--- config.mk ---
export PLATFORM = sky130hd
export DESIGN_NAME = rgb_pixel_to_ascii_glyph_color
export DESIGN_NICKNAME = d
export VERILOG_FILES = /design/src/design/rpag_pkg.sv /design/src/design/rpag_luma.sv /design/src/design/rpag_ramp.sv /design/src/design/rpag_colour.sv /design/src/design/rgb_pixel_to_ascii_glyph_color.sv
export SDC_FILE = /design/constraint.sdc
export NUM_CORES = 1
export LEC_CHECK = 0
export ABC_AREA = 1
export BUFFER_PORTS_ARGS = -buffer_cell sky130_fd_sc_hd__buf_2
export CORE_ASPECT_RATIO = 0.6
export CORE_UTILIZATION = 58
export DETAILED_ROUTE_END_ITERATION = 7
export GPL_TIMING_DRIVEN = 0
export PLACE_DENSITY = 0.74
export SLEW_MARGIN = 20
export SYNTH_ARGS = -nofsm -noshare
export SYNTH_HDL_FRONTEND = slang
export SYNTH_HIERARCHICAL = 1
export SYNTH_SLANG_ARGS = --single-unit
--- constraint.sdc ---
create_clock -name clock -period 10.3 [get_ports clock]
set_input_delay 1.03 -clock clock [delete_from_list [all_inputs] [get_ports clock]]
set_output_delay 1.03 -clock clock [all_outputs]
set_load 0.02 [all_outputs]
--- src/design/rpag_pkg.sv ---
// Shared types, constants and the glyph ramp table for the RGB pixel to ASCII glyph block.
`timescale 1ns / 1ps

package rpag_pkg;

   localparam int unsigned CHAN_W   = 8;
   localparam int unsigned GLYPH_W  = 7;
   localparam int unsigned COLOUR_W = 4;

   localparam logic [8:0]  LUMA_RED_WEIGHT   = 9'd299;
   localparam logic [9:0]  LUMA_GREEN_WEIGHT = 10'd587;
   localparam logic [6:0]  LUMA_BLUE_WEIGHT  = 7'd114;

   // Reciprocal of 1000 scaled by 2**26; exact floor for every weighted sum up to 255000.
   localparam logic [16:0] RECIP_1000  = 17'd67109;
   localparam int unsigned RECIP_SHIFT = 26;

   localparam logic [6:0]  RAMP_LAST = 7'd67;

   localparam logic [7:0]  VIVID_RESET  = 8'd160;
   localparam logic [7:0]  DARK_RESET   = 8'd40;
   localparam logic [7:0]  BRIGHT_RESET = 8'd220;

   typedef enum logic [1:0] {
      CSR_VIVID  = 2'd0,
      CSR_DARK   = 2'd1,
      CSR_BRIGHT = 2'd2
   } csr_index_type;

   typedef enum logic [3:0] {
      COL_RED     = 4'd1,
      COL_GREEN   = 4'd2,
      COL_YELLOW  = 4'd3,
      COL_BLUE    = 4'd4,
      COL_MAGENTA = 4'd5,
      COL_CYAN    = 4'd6,
      COL_WHITE   = 4'd7,
      COL_BLACK   = 4'd8
   } colour_type;

   typedef struct packed {
      logic [7:0] vivid;
      logic [7:0] dark;
      logic [7:0] bright;
   } thresholds_type;

   function automatic logic [6:0] ramp_glyph(input logic [6:0] pos);
      logic [6:0] code;
      case (pos)
         7'd0:  code = 7'h2E;
         7'd1:  code = 7'h27;
         7'd2:  code = 7'h60;
         7'd3:  code = 7'h5E;
         7'd4:  code = 7'h22;
         7'd5:  code = 7'h2C;
         7'd6:  code = 7'h3A;
         7'd7:  code = 7'h3B;
         7'd8:  code = 7'h49;
         7'd9:  code = 7'h6C;
         7'd10: code = 7'h21;
         7'd11: code = 7'h69;
         7'd12: code = 7'h7E;
         7'd13: code = 7'h2B;
         7'd14: code = 7'h5F;
         7'd15: code = 7'h2D;
         7'd16: code = 7'h3F;
         7'd17: code = 7'h5D;
         7'd18: code = 7'h5B;
         7'd19: code = 7'h7D;
         7'd20: code = 7'h7B;
         7'd21: code = 7'h31;
         7'd22: code = 7'h29;
         7'd23: code = 7'h28;
         7'd24: code = 7'h7C;
         7'd25: code = 7'h5C;
         7'd26: code = 7'h2F;
         7'd27: code = 7'h2A;
         7'd28: code = 7'h74;
         7'd29: code = 7'h66;
         7'd30: code = 7'h6A;
         7'd31: code = 7'h72;
         7'd32: code = 7'h78;
         7'd33: code = 7'h6E;
         7'd34: code = 7'h75;
         7'd35: code = 7'h76;
         7'd36: code = 7'h63;
         7'd37: code = 7'h7A;
         7'd38: code = 7'h58;
         7'd39: code = 7'h59;
         7'd40: code = 7'h55;
         7'd41: code = 7'h4A;
         7'd42: code = 7'h43;
         7'd43: code = 7'h4C;
         7'd44: code = 7'h51;
         7'd45: code = 7'h30;
         7'd46: code = 7'h4F;
         7'd47: code = 7'h5A;
         7'd48: code = 7'h6D;
         7'd49: code = 7'h77;
         7'd50: code = 7'h71;
         7'd51: code = 7'h70;
         7'd52: code = 7'h64;
         7'd53: code = 7'h62;
         7'd54: code = 7'h6B;
         7'd55: code = 7'h68;
         7'd56: code = 7'h61;
         7'd57: code = 7'h6F;
         7'd58: code = 7'h2A;
         7'd59: code = 7'h23;
         7'd60: code = 7'h4D;
         7'd61: code = 7'h57;
         7'd62: code = 7'h26;
         7'd63: code = 7'h38;
         7'd64: code = 7'h25;
         7'd65: code = 7'h42;
         7'd66: code = 7'h40;
         7'd67: code = 7'h24;
         default: code = 7'h24;
      endcase
      return code;
   endfunction

endpackage

--- src/design/rpag_luma.sv ---
// Three-stage luma datapath: channel weighting, summation and division by 1000.
`timescale 1ns / 1ps

module rpag_luma import rpag_pkg::*; (
   input  logic         clock,
   input  logic         en,
   input  logic [7:0]   red,
   input  logic [7:0]   green,
   input  logic [7:0]   blue,
   output logic [7:0]   luma
);

   logic [16:0] red_prod_ff,   red_prod_in;
   logic [17:0] green_prod_ff, green_prod_in;
   logic [14:0] blue_prod_ff,  blue_prod_in;
   logic [17:0] sum_ff,        sum_in;
   logic [33:0] scaled_ff,     scaled_in;

   always_comb begin
      red_prod_in   = 17'({9'd0, red}) * 17'(LUMA_RED_WEIGHT);
      green_prod_in = 18'({10'd0, green}) * 18'(LUMA_GREEN_WEIGHT);
      blue_prod_in  = 15'({7'd0, blue}) * 15'(LUMA_BLUE_WEIGHT);
      sum_in        = 18'(red_prod_ff) + green_prod_ff + 18'(blue_prod_ff);
      scaled_in     = 34'(sum_ff) * 34'(RECIP_1000);
   end

   always_ff @(posedge clock) begin
      if (en) begin
         red_prod_ff   <= red_prod_in;
         green_prod_ff <= green_prod_in;
         blue_prod_ff  <= blue_prod_in;
         sum_ff        <= sum_in;
         scaled_ff     <= scaled_in;
      end
   end

   assign luma = scaled_ff[RECIP_SHIFT +: 8];

endmodule

--- src/design/rpag_ramp.sv ---
// Two-stage glyph lookup: scales brightness onto the ramp and selects the character.
`timescale 1ns / 1ps

module rpag_ramp import rpag_pkg::*; (
   input  logic         clock,
   input  logic         en,
   input  logic [7:0]   luma,
   output logic [7:0]   brightness,
   output logic [6:0]   glyph
);

   logic [14:0] scaled_ff, scaled_in;
   logic [7:0]  luma_ff;
   logic [14:0] quot_wide;
   logic [6:0]  pos;
   logic [6:0]  glyph_ff, glyph_in;
   logic [7:0]  brightness_ff;

   always_comb begin
      scaled_in = 15'({7'd0, luma}) * 15'(RAMP_LAST);
      // Exact floor of x / 255 for every product up to 255 * 67 = 17085.
      quot_wide = scaled_ff + 15'(scaled_ff[14:8]) + 15'd1;
      pos       = quot_wide[14:8];
      glyph_in  = ramp_glyph(pos);
   end

   always_ff @(posedge clock) begin
      if (en) begin
         scaled_ff     <= scaled_in;
         luma_ff       <= luma;
         glyph_ff      <= glyph_in;
         brightness_ff <= luma_ff;
      end
   end

   assign brightness = brightness_ff;
   assign glyph      = glyph_ff;

endmodule

--- src/design/rpag_colour.sv ---
// Palette colour path: dominant channel, vivid overrides, then dark and bright limits.
`timescale 1ns / 1ps

module rpag_colour import rpag_pkg::*; (
   input  logic           clock,
   input  logic           en,
   input  logic [7:0]     red,
   input  logic [7:0]     green,
   input  logic [7:0]     blue,
   input  thresholds_type thr,
   input  logic [7:0]     luma,
   output logic [3:0]     colour_index
);

   colour_type hue1_ff, hue1_in;
   colour_type hue2_ff;
   colour_type hue3_ff;
   colour_type final_ff, final_in;
   colour_type out_ff;
   logic       red_strong, green_strong, blue_strong;

   always_comb begin
      if (red >= green && red >= blue) begin
         hue1_in = COL_RED;
      end else if (green >= red && green >= blue) begin
         hue1_in = COL_GREEN;
      end else begin
         hue1_in = COL_BLUE;
      end
      red_strong   = red > thr.vivid;
      green_strong = green > thr.vivid;
      blue_strong  = blue > thr.vivid;
      if (red_strong && green_strong) begin
         hue1_in = COL_YELLOW;
      end
      if (green_strong && blue_strong) begin
         hue1_in = COL_CYAN;
      end
      if (red_strong && blue_strong) begin
         hue1_in = COL_MAGENTA;
      end
   end

   always_comb begin
      if (luma < thr.dark) begin
         final_in = COL_BLACK;
      end else if (luma > thr.bright) begin
         final_in = COL_WHITE;
      end else begin
         final_in = hue3_ff;
      end
   end

   always_ff @(posedge clock) begin
      if (en) begin
         hue1_ff  <= hue1_in;
         hue2_ff  <= hue1_ff;
         hue3_ff  <= hue2_ff;
         final_ff <= final_in;
         out_ff   <= final_ff;
      end
   end

   assign colour_index = out_ff;

endmodule

--- src/design/rgb_pixel_to_ascii_glyph_color.sv ---
// Top level of the RGB pixel to ASCII glyph and palette colour converter.
`timescale 1ns / 1ps

// Takes one RGB888 pixel per transfer and returns its integer luma, the ASCII glyph from a
// 68-step dark-to-bright ramp and a palette colour index. The five-stage pipeline accepts a
// pixel every clock cycle unless the output stalls, and delivers each result from its last stage;
// throughput is one pixel per cycle whenever the result side keeps rsp_tready high. The whole
// pipeline holds while a result waits, so req_tready follows rsp_tready when the output
// register is full. The three thresholds are written through the csr port, indices 0 vivid,
// 1 dark and 2 bright; other indices are ignored. Change them only while no pixel is in flight.

module rgb_pixel_to_ascii_glyph_color import rpag_pkg::*; (
   input  logic         clock,
   input  logic         reset,
   input  logic         req_tvalid,
   output logic         req_tready,
   input  logic [23:0]  req_tdata,   // red [7:0], green [15:8], blue [23:16]
   output logic         rsp_tvalid,
   input  logic         rsp_tready,
   output logic [23:0]  rsp_tdata,   // brightness [7:0], glyph [14:8], colour_index [18:15]
   input  logic         csr_we,
   input  logic [1:0]   csr_index,
   input  logic [7:0]   csr_wdata
);

   thresholds_type thr_ff, thr_in;
   logic [4:0]     valid_ff, valid_in;
   logic           advance;
   logic [7:0]     luma;
   logic [7:0]     brightness;
   logic [6:0]     glyph;
   logic [3:0]     colour_index;

   assign advance    = !valid_ff[4] || rsp_tready;
   assign req_tready = advance;

   always_comb begin
      thr_in = thr_ff;
      if (csr_we) begin
         case (csr_index_type'(csr_index))
            CSR_VIVID:  thr_in.vivid  = csr_wdata;
            CSR_DARK:   thr_in.dark   = csr_wdata;
            CSR_BRIGHT: thr_in.bright = csr_wdata;
            default:    thr_in = thr_ff;
         endcase
      end
   end

   always_comb begin
      valid_in = valid_ff;
      if (advance) begin
         valid_in = {valid_ff[3:0], req_tvalid};
      end
   end

   always_ff @(posedge clock) begin
      if (reset) begin
         thr_ff.vivid  <= VIVID_RESET;
         thr_ff.dark   <= DARK_RESET;
         thr_ff.bright <= BRIGHT_RESET;
         valid_ff      <= '0;
      end else begin
         thr_ff   <= thr_in;
         valid_ff <= valid_in;
      end
   end

   rpag_luma u_luma (
      .clock (clock),
      .en    (advance),
      .red   (req_tdata[7:0]),
      .green (req_tdata[15:8]),
      .blue  (req_tdata[23:16]),
      .luma  (luma)
   );

   rpag_ramp u_ramp (
      .clock      (clock),
      .en         (advance),
      .luma       (luma),
      .brightness (brightness),
      .glyph      (glyph)
   );

   rpag_colour u_colour (
      .clock        (clock),
      .en           (advance),
      .red          (req_tdata[7:0]),
      .green        (req_tdata[15:8]),
      .blue         (req_tdata[23:16]),
      .thr          (thr_ff),
      .luma         (luma),
      .colour_index (colour_index)
   );

   assign rsp_tvalid = valid_ff[4];
   assign rsp_tdata  = {5'd0, colour_index, glyph, brightness};

endmodule

== Word-level counts from Yosys, hierarchy flattened ==
Memory sizes are Yosys's and may differ from the RTL's. A register that Yosys moved wholly into a read port is not among the register bits.
Index checks and enable logic that the tools add are counted.
Storage, ports and cells
  memories: 1
  bits in registers: 181
  bits in read-only memories: 896
Operators by class
  multiplexer cells: 5
  reduce and logical (&&, ||, !) cells: 13
  multiply operators: 5
  $add $sub $neg: 4
  order comparisons: 9
  eq/ne operators: 2
Memories
  (name not given): words 128, bits a word 7, rd ports 1, clocked after memory_dff 1, write ports 0, RTL line rpag_pkg.sv:49  | case (pos)
Operators with widths (number)
  $mul 18x17->34 const B: 1
  $ge 8x8->1: 4
  $gt 8x8->1: 4
  $add 17x18->18: 1
  $add 18x15->18: 1
  $mul 8x10->18 const B: 1
  $mul 8x9->17 const B: 1
  $add 15x1->15 const B: 1
  $add 15x7->15: 1
  $mul 8x7->15 const B: 1
  $mul 8x6->14 const B: 1
  $mux 3: 3
  $lt 8x8->1: 1
  $reduce_and 2->1: 3
  $logic_and 1x1->1: 5
  $mux 4: 1
  $reduce_or 4->1: 1
  $eq 2x1->1 const B: 1
  $eq 2x2->1 const B: 1
  $logic_not 2->1: 1
  $mux 2: 1
  $reduce_or 2->1: 1
  $logic_not 1->1: 1
  $logic_or 1x1->1: 1

== Depth between registers and ports, before layout ==
Gate-level depths: netlist (run 1).
  depth in word-level cells: 6
  gate-level depth with buffers: 21

== Modules after synthesis ==
The synthesis (run 1) kept the hierarchy.
By module, submodules not included
  rpag_luma: cells an instance 1233, sequential area each 2252.2 um2, area an instance 11240.8 um2, times used 1
  rpag_ramp: cells an instance 385, sequential area each 1111.1 um2, area an instance 3103.0 um2, times used 1
  rpag_colour: cells an instance 278, sequential area each 510.5 um2, area an instance 2163.3 um2, times used 1
  rgb_pixel_to_ascii_glyph_color: cells an instance 169, sequential area each 580.6 um2, area an instance 1208.7 um2, times used 1

== Worst setup path before layout (run 1) ==
Ideal clock, no wire load.
  path kind: input to output
  from: in rsp_tready
  to: out req_tready
  path slack: 5308 ps
  arrival time: 3962 ps
  cell stages on the path: 2
  buffers on the path: 0
  cells stage by stage: inv_1 > nand2_1
Between the ends
  cells in the longest elaborated chain, start to end: 1
RTL lines
  from (decl): RTL line rgb_pixel_to_ascii_glyph_color.sv:19  | input logic rsp_tready,
  $logic_or 1x1->1: RTL line rgb_pixel_to_ascii_glyph_color.sv:34  | assign advance = !valid_ff[4] || rsp_tready;
  to (decl): RTL line rgb_pixel_to_ascii_glyph_color.sv:16  | output logic req_tready,
Every way passes these cells.

== Final worst setup path (run 1) ==
  from: reg u_luma.sum_ff[6]
  to: reg u_luma.scaled_ff[30] (data pin)
Between the ends
  cells in the longest elaborated chain, start to end: 1
RTL lines
  from (decl): RTL line rpag_luma.sv:16  | logic [17:0] sum_ff, sum_in;
  from (signal assigned): RTL line rpag_luma.sv:32  | sum_ff <= sum_in;
  $mul 18x17->34: RTL line rpag_luma.sv:24  | scaled_in = 34'(sum_ff) * 34'(RECIP_1000);
  named net u_luma.scaled_in[30]: RTL line rpag_luma.sv:17  | logic [33:0] scaled_ff, scaled_in;
  to (signal assigned): RTL line rpag_luma.sv:33  | scaled_ff <= scaled_in;
  to (decl): RTL line rpag_luma.sv:17
The timed path passes the listed nets, and every way through them passes these cells.
A chain may end at the register's enable or synchronous reset.

==> results of run 1 <==
==> layout make-up <==
cell class / instances / area, µm² / share of cell area, %
buffer: 21 / 159 / 0.827
clock buffer: 17 / 425 / 2.21
clock inverter: 15 / 193 / 1.00
inverter: 370 / 1390 / 7.24
multi-input combinational: 1520 / 11700 / 61.1
sequential: 158 / 4450 / 23.2
tap: 408 / 510 / 2.66
timing repair buffer: 60 / 345 / 1.80
==> state kept, by name, indices dropped and copies added (netlist names) <==
name and count:
u_ramp/glyph 7, u_colour/final_ff 4, valid_ff 5, u_luma/green_prod_ff 18, u_ramp/brightness 8, u_colour/hue1_ff 3
u_luma/sum_ff 18, u_colour/colour_index 4, u_colour/hue3_ff 3, u_luma/scaled_ff 8, u_luma/red_prod_ff 17, u_colour/hue2_ff 3
thr_ff 24, u_ramp/scaled_ff 15, u_ramp/luma_ff 7, u_luma/blue_prod_ff 14
==> metal layers <==
layer	vias to the layer above	part of all wire (%)	track usage (%)
met3	36	6.3	4.67
met4	0	1.1	5.29
met5	-	0	0
li1	6966	-	-
met2	410	42	40.0
met1	6404	51	41.1
==> synth_stat cells (all sizes together) <==
master / number / area, µm²
clkinv: 2 / 7.51
a21oi: 121 / 617
nand3b: 3 / 22.5
xor2: 36 / 315
buf: 18 / 148
inv: 368 / 1380
conb: 1 / 3.75
o31ai: 1 / 7.51
fa: 95 / 1900
clkbuf: 3 / 11.3
o21a: 5 / 37.5
xnor2: 17 / 156
o21bai: 13 / 97.6
dfxtp: 29 / 581
nand3: 132 / 676
a21o: 8 / 60.1
o21ai: 41 / 213
and2: 3 / 21.3
nand2: 458 / 1810
nor2: 143 / 602
ha: 385 / 4820
o2111ai: 1 / 8.76
o211ai: 3 / 22.5
edfxtp: 129 / 3870
a31oi: 4 / 25.0
o22ai: 1 / 6.26
a21boi: 4 / 33.8
nor3: 9 / 55.1
nand4: 30 / 188
nor3b: 2 / 15.0
==> through the flow <==
| step | instances | area, µm² |
|---|---|---|
| CTS | 2569 | 19200 |
| finish | 2569 | 19200 |
| global placement | 2535 | 18500 |
| detailed placement | 2537 | 18600 |
| global route | 2569 | 19200 |
| floorplan | 2069 | 17700 |
==> kinds of logic after synthesis <==
| logic type | share of synthesized area, % |
|---|---|
| compound gates | 6.37 |
| flops | 25.1 |
| buf+inv | 8.75 |
| fa+ha+maj | 37.9 |
| simple gates | 19.1 |
| xor+xnor | 2.66 |
| other cells | 0.0212 |
==> critical path, stage by stage (launching register included) <==
cell	delay, ps
edfxtp_1	570
ha_1	380
ha_1	220
fa_1	530
inv_1	50
fa_1	470
inv_1	50
fa_1	520
inv_1	50
fa_1	520
inv_1	40
ha_1	310
nand2_1	150
inv_1	90
nand2_2	100
nor2_1	40
nor2_1	140
nor2_1	60
nor2_1	110
nand2_1	60
nand2_1	50
nand2_1	130
==> worst min-delay path by stage <==
stage                     cells past startpoint                            endpoint  slack, ps                                from
after floorplan                               0  u_colour/colour_index[0]$_DFFE_PP_        400  u_colour/final_ff[0]$_SDFFCE_PN0P_
after global placement                        0      u_ramp/brightness[2]$_DFFE_PP_        400         u_ramp/luma_ff[2]$_DFFE_PP_
after detailed placement                      0  u_colour/colour_index[1]$_DFFE_PP_        410  u_colour/final_ff[1]$_SDFFCE_PN0P_
after CTS                                     0  u_colour/colour_index[2]$_DFFE_PP_        420  u_colour/final_ff[2]$_SDFFCE_PN0P_
after global routing                          0  u_colour/colour_index[2]$_DFFE_PP_        420  u_colour/final_ff[2]$_SDFFCE_PN0P_
final                                         0  u_colour/colour_index[2]$_DFFE_PP_        420  u_colour/final_ff[2]$_SDFFCE_PN0P_
==> layout by cell type (no fill, tap or decap), types with 13 or more instances in the layout <==
| cell | Yosys | routed |
|---|---|---|
| nand2_1 | 430 | 429 |
| ha_1 | 385 | 385 |
| inv_1 | 356 | 356 |
| nand3_1 | 129 | 129 |
| edfxtp_1 | 129 | 129 |
| nor2_1 | 125 | 125 |
| a21oi_1 | 118 | 118 |
| fa_1 | 95 | 95 |
| buf_2 | 4 | 62 |
| xor2_1 | 36 | 36 |
| nand4_1 | 30 | 30 |
| dfxtp_1 | 29 | 29 |
| o21ai_0 | 28 | 28 |
| nand2_2 | 24 | 24 |
| clkbuf_16 | 0 | 17 |
| xnor2_1 | 16 | 16 |
| nor2_2 | 14 | 14 |
| o21bai_1 | 13 | 13 |
==> impl_metrics.py, run 1 <==
metrics = {
    "logic_synthesis": {
        "yosysSeqAreaShare_pct": 25.1,
        "synth_cells": 2065,
        "yosysWarnings": 6,
        "netlist_area_um2": 17700,
        "postSynthAreaPerCell_um2": 8.58,
        "synth_cell_types": 47,
        "ys_ff_latch": 158,
    },
    "floorplanning": {
        "io_pins": 65,
        "rows": 49,
        "die_area_um2": 31300,
        "die_w_um": 228,
        "start_util_pct": 59.1,
        "die_height_um": 137,
        "core_um2": 30000,
    },
    "hold_path": {
        "worst_hold_path_type": "flip-flop to flip-flop",
    },
    "clock_network": {
        "cts_root_buffer": "clkbuf_16",
        "clkLatencyLatePin_ps": 450,
        "clock_sinks": 158,
        "clockBufferDepth": 2,
        "clk_pin_slew_ps": 70,
        "h-tree-depth": 4,
        "post_cts_resized": 0,
        "hold_buffers": 0,
        "cts-buffers-inserted": 17,
        "tritoncts": "built",
        "cts_setup_buffers": 0,
    },
    "routing": {
        "drt_iter0_markers": 951,
        "drc_errors": 0,
        "wirelength_um": 40500,
        "vias": 13800,
        "drt_first_pass_iters": 5,
        "wl_per_cell_um": 15.8,
        "vias_per_cell": 5.38,
        "ant_nets": 0,
    },
    "placed_design": {
        "hpwlAfterDp_um": 33100,
        "port_buffers": 58,
        "gp_congestion": 0.912,
        "pre_cts_ws_ps": 5430,
    },
    "worst_setup_path": {
        "crit_arrival_ps": 5100,
        "r2r_slack_ps": 5350,
        "worstPathMaxFanout": 6,
        "startpoint": "u_luma/sum_ff[6]$_DFFE_PP_",
        "criticalPathCategory": "flip-flop to flip-flop",
        "rr_startpoint": "u_luma/sum_ff[6]$_DFFE_PP_",
        "endpoint": "u_luma/scaled_ff[30]$_DFFE_PP_",
        "cp-end-kind": "flip-flop",
        "cp-start-kind": "flip-flop",
        "reg2reg_depth": 21,
        "rr_endpoint": "u_luma/scaled_ff[30]$_DFFE_PP_",
        "crit_required_ps": 10450,
    },
    "timing": {
        "setup_viol": 0,
        "worst_slew_pin_slew_ps": 517,
        "fin_crit_ps": 4950,
        "relSlewSlack_pct": 65.4,
        "skew_ps": 12.9,
        "rsz0062_at_grt": "no",
        "clock.fmax_mhz": 202,
        "hold_viol_final": 0,
        "whs_ps": 419,
        "worst_slack_ps": 5350,
        "drv_slew": 0,
        "fin_setup_tns_ps": 0,
        "finalCritPeriodShare_pct": 48.0,
    },
    "final_layout": {
        "antennaDiodeCount": 0,
        "drive_gt1_share_pct": 8.42,
        "postLayoutCoreUtil_pct": 64.1,
        "fillCellCount": 2518,
        "synthToLayoutAreaGrowth_pct": 8.45,
        "fin_nets": 2667,
    },
    "global_route": {
        "grt_antenna_before_repair": 0,
        "grt_max_degree": 61,
        "grt-ovfl-total": 0,
        "grt_first_pass_wirelength_um": 65400,
        "track_usage_pct": 27.0,
        "grt_pass1_vias": 13000,
    },
    "flow_run": {
        "drv_cap": 0,
    },
    "run_status": {
        "outcome": "finished, final reports clean",
    },
}
Power of run 1 is not shown: default switching activity piles up to over one toggle a cycle in this logic, so the estimate is an artifact.
==> inputs of run 2 (changes only) <==
==> constraint.sdc (replaced) <==
create_clock -name clock -period 4.9 [get_ports clock]
set_input_delay 0.49 -clock clock [delete_from_list [all_inputs] [get_ports clock]]
set_output_delay 0.49 -clock clock [all_outputs]
set_load 0.02 [all_outputs]
==> impl_metrics.py, run 2 (synthesized netlist as in run 1, its figures left out) <==
metrics = {
    "routing": {
        "vias_per_cell": 5.36,
        "drc_errors": 0,
        "drt_iter0_markers": 1096,
        "vias": 13800,
        "wirelength_um": 40500,
        "ant_nets": 0,
        "wl_per_cell_um": 15.7,
        "drt_first_pass_iters": 5,
    },
    "worst_setup_path": {
        "worstPathCellList": "ha_1, ha_1, fa_1, fa_1, fa_1, inv_1, fa_1, inv_1, ha_1, nand2_2, nor2_4, nand2_2, nor2_1, nor2_2, nor2_1, nor2_1, buf_4, nand3_1, nand2_2",
        "reg2reg_depth": 19,
        "worstPathMaxFanout": 4,
        "r2r_slack_ps": 230,
        "crit_path_max_incr_delay_ps": 560,
        "criticalPathCategory": "flip-flop to flip-flop",
        "crit_required_ps": 5080,
        "crit_slowest_cell": "fa_1",
        "cp-start-kind": "flip-flop",
        "endpoint": "u_luma/scaled_ff[30]$_DFFE_PP_",
        "rr_startpoint": "u_luma/sum_ff[7]$_DFFE_PP_",
        "crit_top_cell": "fa_1",
        "startpoint": "u_luma/sum_ff[7]$_DFFE_PP_",
        "cp-end-kind": "flip-flop",
        "rr_endpoint": "u_luma/scaled_ff[30]$_DFFE_PP_",
        "crit_arrival_ps": 4840,
    },
    "placed_design": {
        "port_buffers": 58,
        "hpwlAfterDp_um": 33100,
        "gp_congestion": 0.912,
        "dp.cells": 2537,
        "pre_cts_ws_ps": 29.6,
    },
    "timing": {
        "skew_ps": 14.9,
        "clock.fmax_mhz": 214,
        "finalCritPeriodShare_pct": 95.3,
        "rsz0062_at_grt": "yes",
        "drv_slew": 0,
        "relSlewSlack_pct": 66.0,
        "hold_viol_final": 0,
        "worst_slack_ps": 233,
        "setup_viol": 0,
        "fin_crit_ps": 4670,
        "worst_slew_pin_slew_ps": 508,
    },
    "floorplanning": {
        "io_pins": 65,
        "die_height_um": 137,
        "core_um2": 30000,
        "die_area_um2": 31300,
        "start_util_pct": 59.1,
        "rows": 49,
        "die_w_um": 228,
    },
    "final_layout": {
        "synthToLayoutAreaGrowth_pct": 9.27,
        "top_register": "thr_ff",
        "layout_common_cells": "nand2_1 (424), ha_1 (384), inv_1 (356)",
        "fin_nets": 2682,
        "antennaDiodeCount": 0,
        "drive_gt1_share_pct": 9.47,
        "final_common_cell": "nand2_1",
        "largest_reg_flops": 24,
        "reg_top3": "thr_ff (24), u_luma/green_prod_ff (18), u_luma/sum_ff (18)",
        "finalNonFillerCells": 2584,
    },
    "global_route": {
        "track_usage_pct": 27.0,
        "grt_pass1_vias": 13000,
        "grt_util_met2_pct": 40.0,
        "grt_antenna_before_repair": 0,
        "grt-ovfl-total": 0,
        "gr-usage-met1_pct": 41.1,
        "grt_max_degree": 61,
        "grt_first_pass_wirelength_um": 65400,
        "top_usage_layer": "met1",
        "met3_usage_pct": 4.67,
    },
    "hold_path": {
        "worst_hold_path_type": "input pin to flip-flop",
        "hold_depth": 2,
    },
    "run_status": {
        "outcome": "finished, final reports clean",
    },
    "clock_network": {
        "hold_buffers": 0,
        "cts-buffers-inserted": 17,
        "h-tree-depth": 4,
        "clk_pin_slew_ps": 70,
        "clkLatencyLatePin_ps": 450,
        "cts_root_buffer": "clkbuf_16",
        "clock_sinks": 158,
        "clockBufferDepth": 2,
        "tritoncts": "built",
    },
    "flow_run": {
        "drv_cap": 0,
    },
}
run 2: changes by cell type in the layout (fill, tap and decap cells not counted):
cell,change
buf_4,+15
nand2_1,-5
nand2_2,+5
nor2_1,-2
nor2_2,+2
a21oi_1,-1
a21oi_2,+1
ha_1,-1
ha_4,+1
run 2: per-layer routing:
layer | routed length, µm | up-vias
met1 | 20400 | 6413
met2 | 17000 | 416
met3 | 2710 | 28
met5 | 0 | -
li1 | - | 6992
met4 | 388 | 0
run 2: per-stage QoR:
step / setup TNS, ps / area, µm² / util, % / hold WS [ps]
finish: 0 / 19400 / 64.6 / 221
global route: -57.5 / 19400 / 64.6 / 215
CTS: 0 / 19200 / 64.1 / 201
detailed placement: 0 / 18600 / 62.0 / 405
global placement: -34330 / 18500 / 61.8 / 403
floorplan: 0 / 17700 / - / 400
run 2: worst max-delay path, delay by kind of cell, from the launching register on:
family | cells | cell delay, ps
adders and majority gates | 7 | 2930
and+or+nand+nor | 9 | 800
DFF | 1 | 440
buffers and inverters | 3 | 210
run 2: area by class of cell:
type,instances,area [µm²]
Fill cell,2501,10600
Multi-Input combinational cell,1520,11800
Timing Repair Buffer,75,458
Buffer,21,159
Inverter,370,1390
Clock inverter,15,193
Clock buffer,17,425
Sequential cell,158,4450
Tap cell,408,510
run 2: timing repair:
action,CTS,global route
endpoints found under the setup margin,0,8
buffers inserted,0,15
resized for setup,0,9
run 2: how the worst min path moves through the flow:
| stage | to | from |
|---|---|---|
| 6_report | valid_ff[4]$_SDFFE_PP0P_ | reset |
| 5_1_grt | valid_ff[4]$_SDFFE_PP0P_ | reset |
| 4_1_cts | valid_ff[4]$_SDFFE_PP0P_ | reset |
| 3_5_place_dp | u_colour/colour_index[1]$_DFFE_PP_ | u_colour/final_ff[1]$_SDFFCE_PN0P_ |
| 3_3_place_gp | u_ramp/brightness[2]$_DFFE_PP_ | u_ramp/luma_ff[2]$_DFFE_PP_ |
| 2_1_floorplan | u_colour/colour_index[0]$_DFFE_PP_ | u_colour/final_ff[0]$_SDFFCE_PN0P_ |
Power of run 2 is left out for the same reason.
==> inputs of run 3 (changes only) <==
--- a/config.mk
+++ b/config.mk
@@ -8,6 +8,7 @@
 export ABC_AREA = 1
 export BUFFER_PORTS_ARGS = -buffer_cell sky130_fd_sc_hd__buf_2
 export CORE_ASPECT_RATIO = 0.6
+export CORE_MARGIN = 1.5
 export CORE_UTILIZATION = 58
 export DETAILED_ROUTE_END_ITERATION = 7
 export GPL_TIMING_DRIVEN = 0
==> constraint.sdc (replaced) <==
create_clock -name clock -period 4.5 [get_ports clock]
set_input_delay 0.45 -clock clock [delete_from_list [all_inputs] [get_ports clock]]
set_output_delay 0.45 -clock clock [all_outputs]
set_load 0.02 [all_outputs]
==> impl_metrics.py, run 3 (synthesized netlist as in run 1, its figures left out) <==
metrics = {
    "worst_setup_path": {
        "reg2reg_depth": 15,
        "criticalPathCategory": "flip-flop to flip-flop",
        "worstPathMaxFanout": 6,
        "crit_required_ps": 4700,
        "cp-start-kind": "flip-flop",
        "crit_arrival_ps": 4720,
        "cp-end-kind": "flip-flop",
    },
    "final_layout": {
        "postLayoutCoreUtil_pct": 66.7,
        "largest_reg_flops": 24,
        "drive_gt1_share_pct": 14.0,
        "seq_area_um2": 4450,
        "top_register": "thr_ff",
        "multi_input_area_um2": 12200,
        "synthToLayoutAreaGrowth_pct": 12.9,
        "reg_top3": "thr_ff (24), u_luma/green_prod_ff (18), u_luma/sum_ff (18)",
        "fin_nets": 2710,
        "final_common_cell": "nand2_1",
        "antennaDiodeCount": 0,
        "layout_common_cells": "nand2_1 (402), ha_1 (361), inv_1 (347)",
        "fillCellCount": 2397,
    },
    "floorplanning": {
        "die_height_um": 138,
        "die_area_um2": 31600,
        "start_util_pct": 59.1,
        "rows": 49,
        "io_pins": 65,
        "die_w_um": 229,
        "core_um2": 30000,
    },
    "clock_network": {
        "clock_sinks": 158,
        "cts_root_buffer": "clkbuf_16",
        "clkLatencyLatePin_ps": 450,
        "clk_pin_slew_ps": 70,
        "tritoncts": "built",
        "h-tree-depth": 4,
        "cts-buffers-inserted": 17,
        "clockBufferDepth": 2,
    },
    "routing": {
        "drc_errors": 0,
        "drt_first_pass_iters": 5,
        "ant_nets": 0,
        "highest_layer": "met4",
        "wl_per_cell_um": 16.5,
        "vias_per_cell": 5.47,
        "m1WireLength_um": 20700,
        "vias": 14300,
        "wirelength_um": 43000,
        "dr_wl_met2_um": 18500,
        "drt_iter0_markers": 1104,
        "wl_met3_um": 3090,
    },
    "global_route": {
        "track_usage_pct": 27.2,
        "grt_max_degree": 52,
        "grt_first_pass_wirelength_um": 69000,
        "grt-ovfl-total": 0,
        "grt_antenna_before_repair": 1,
        "grt_pass1_vias": 13800,
    },
    "timing": {
        "clock.fmax_mhz": 221,
        "relSlewSlack_pct": 64.0,
        "hold_viol_final": 0,
        "skew_ps": 7.49,
        "worst_slack_ps": -21.9,
        "finalCritPeriodShare_pct": 100,
        "worst_slew_pin_slew_ps": 540,
        "rsz0062_at_grt": "yes",
        "fin_setup_tns_ps": -21.9,
        "setup_viol": 1,
        "drv_slew": 0,
        "fin_crit_ps": 4520,
    },
    "placed_design": {
        "gp_congestion": 0.939,
        "port_buffers": 58,
        "hpwlAfterDp_um": 33200,
    },
    "flow_run": {
        "drv_cap": 0,
    },
    "hold_path": {
        "worst_hold_path_type": "input pin to flip-flop",
        "hold_depth": 2,
    },
    "run_status": {
        "violations": "negative setup slack",
        "outcome": "complete, but fails checks",
    },
}
[run 3: final timing paths]
path,from,slack (ps),end
worst max-delay path,u_luma/sum_ff[14]$_DFFE_PP_,-20,u_luma/scaled_ff[32]$_DFFE_PP_
worst min register to register,u_colour/hue1_ff[2]$_SDFFCE_PP1P_,420,u_colour/hue2_ff[2]$_DFFE_PP_
worst max register to register,u_luma/sum_ff[14]$_DFFE_PP_,-20,u_luma/scaled_ff[32]$_DFFE_PP_
worst min-delay path,reset,180,valid_ff[4]$_SDFFE_PP0P_
[run 3: worst max-delay path, stage by stage (launching register included)]
cell and delay, ps:
edfxtp_1 580, ha_1 370, ha_1 320, ha_1 320, fa_1 510, fa_1 500
ha_1 330, ha_2 340, a21oi_2 250, inv_1 60, nor2_1 140, nand2_1 90
a21oi_2 220, nand2_1 80, nand2_1 90, nand2_2 80
[run 3: cell type report]
type                    count  share of cell area [%]
clock buffers              17                    2.13
well taps                 408                    2.55
repair buffers            103                    3.38
inverters                 370                    6.96
clock inverters            15                   0.894
flip-flops and latches    158                    22.3
plain buffers              21                   0.794
multi-input cells        1520                    61.0
[run 3: metal layers]
layer	vias to the layer above	track usage, %
met2	457	40.6
met3	55	4.87
met4	0	5.72
met1	6709	41.2
met5	-	0
li1	7055	-
[run 3: stage by stage]
| step | std cells | hold WS, ps | cell area (µm²) | setup slack [ps] |
|---|---|---|---|---|
| 2_1_floorplan | 2069 | 400 | 17700 | 62.8 |
| 3_3_place_gp | 2535 | 403 | 18500 | -1090 |
| 3_5_place_dp | 2537 | 405 | 18600 | -380 |
| 4_1_cts | 2601 | 157 | 19600 | 14.2 |
| 5_1_grt | 2612 | 164 | 20000 | -180 |
| 6_report | 2612 | 175 | 20000 | -21.9 |
[run 3: timing repair]
action | CTS | global route
endpoints found under the hold margin | 0 | 0
pin swaps | 16 | 45
gates resized for setup | 30 | 72
buffers inserted | 32 | 11
endpoints found under the setup margin | 8 | 8
hold buffers | 0 | 0
Power of run 3 is left out for the same reason.
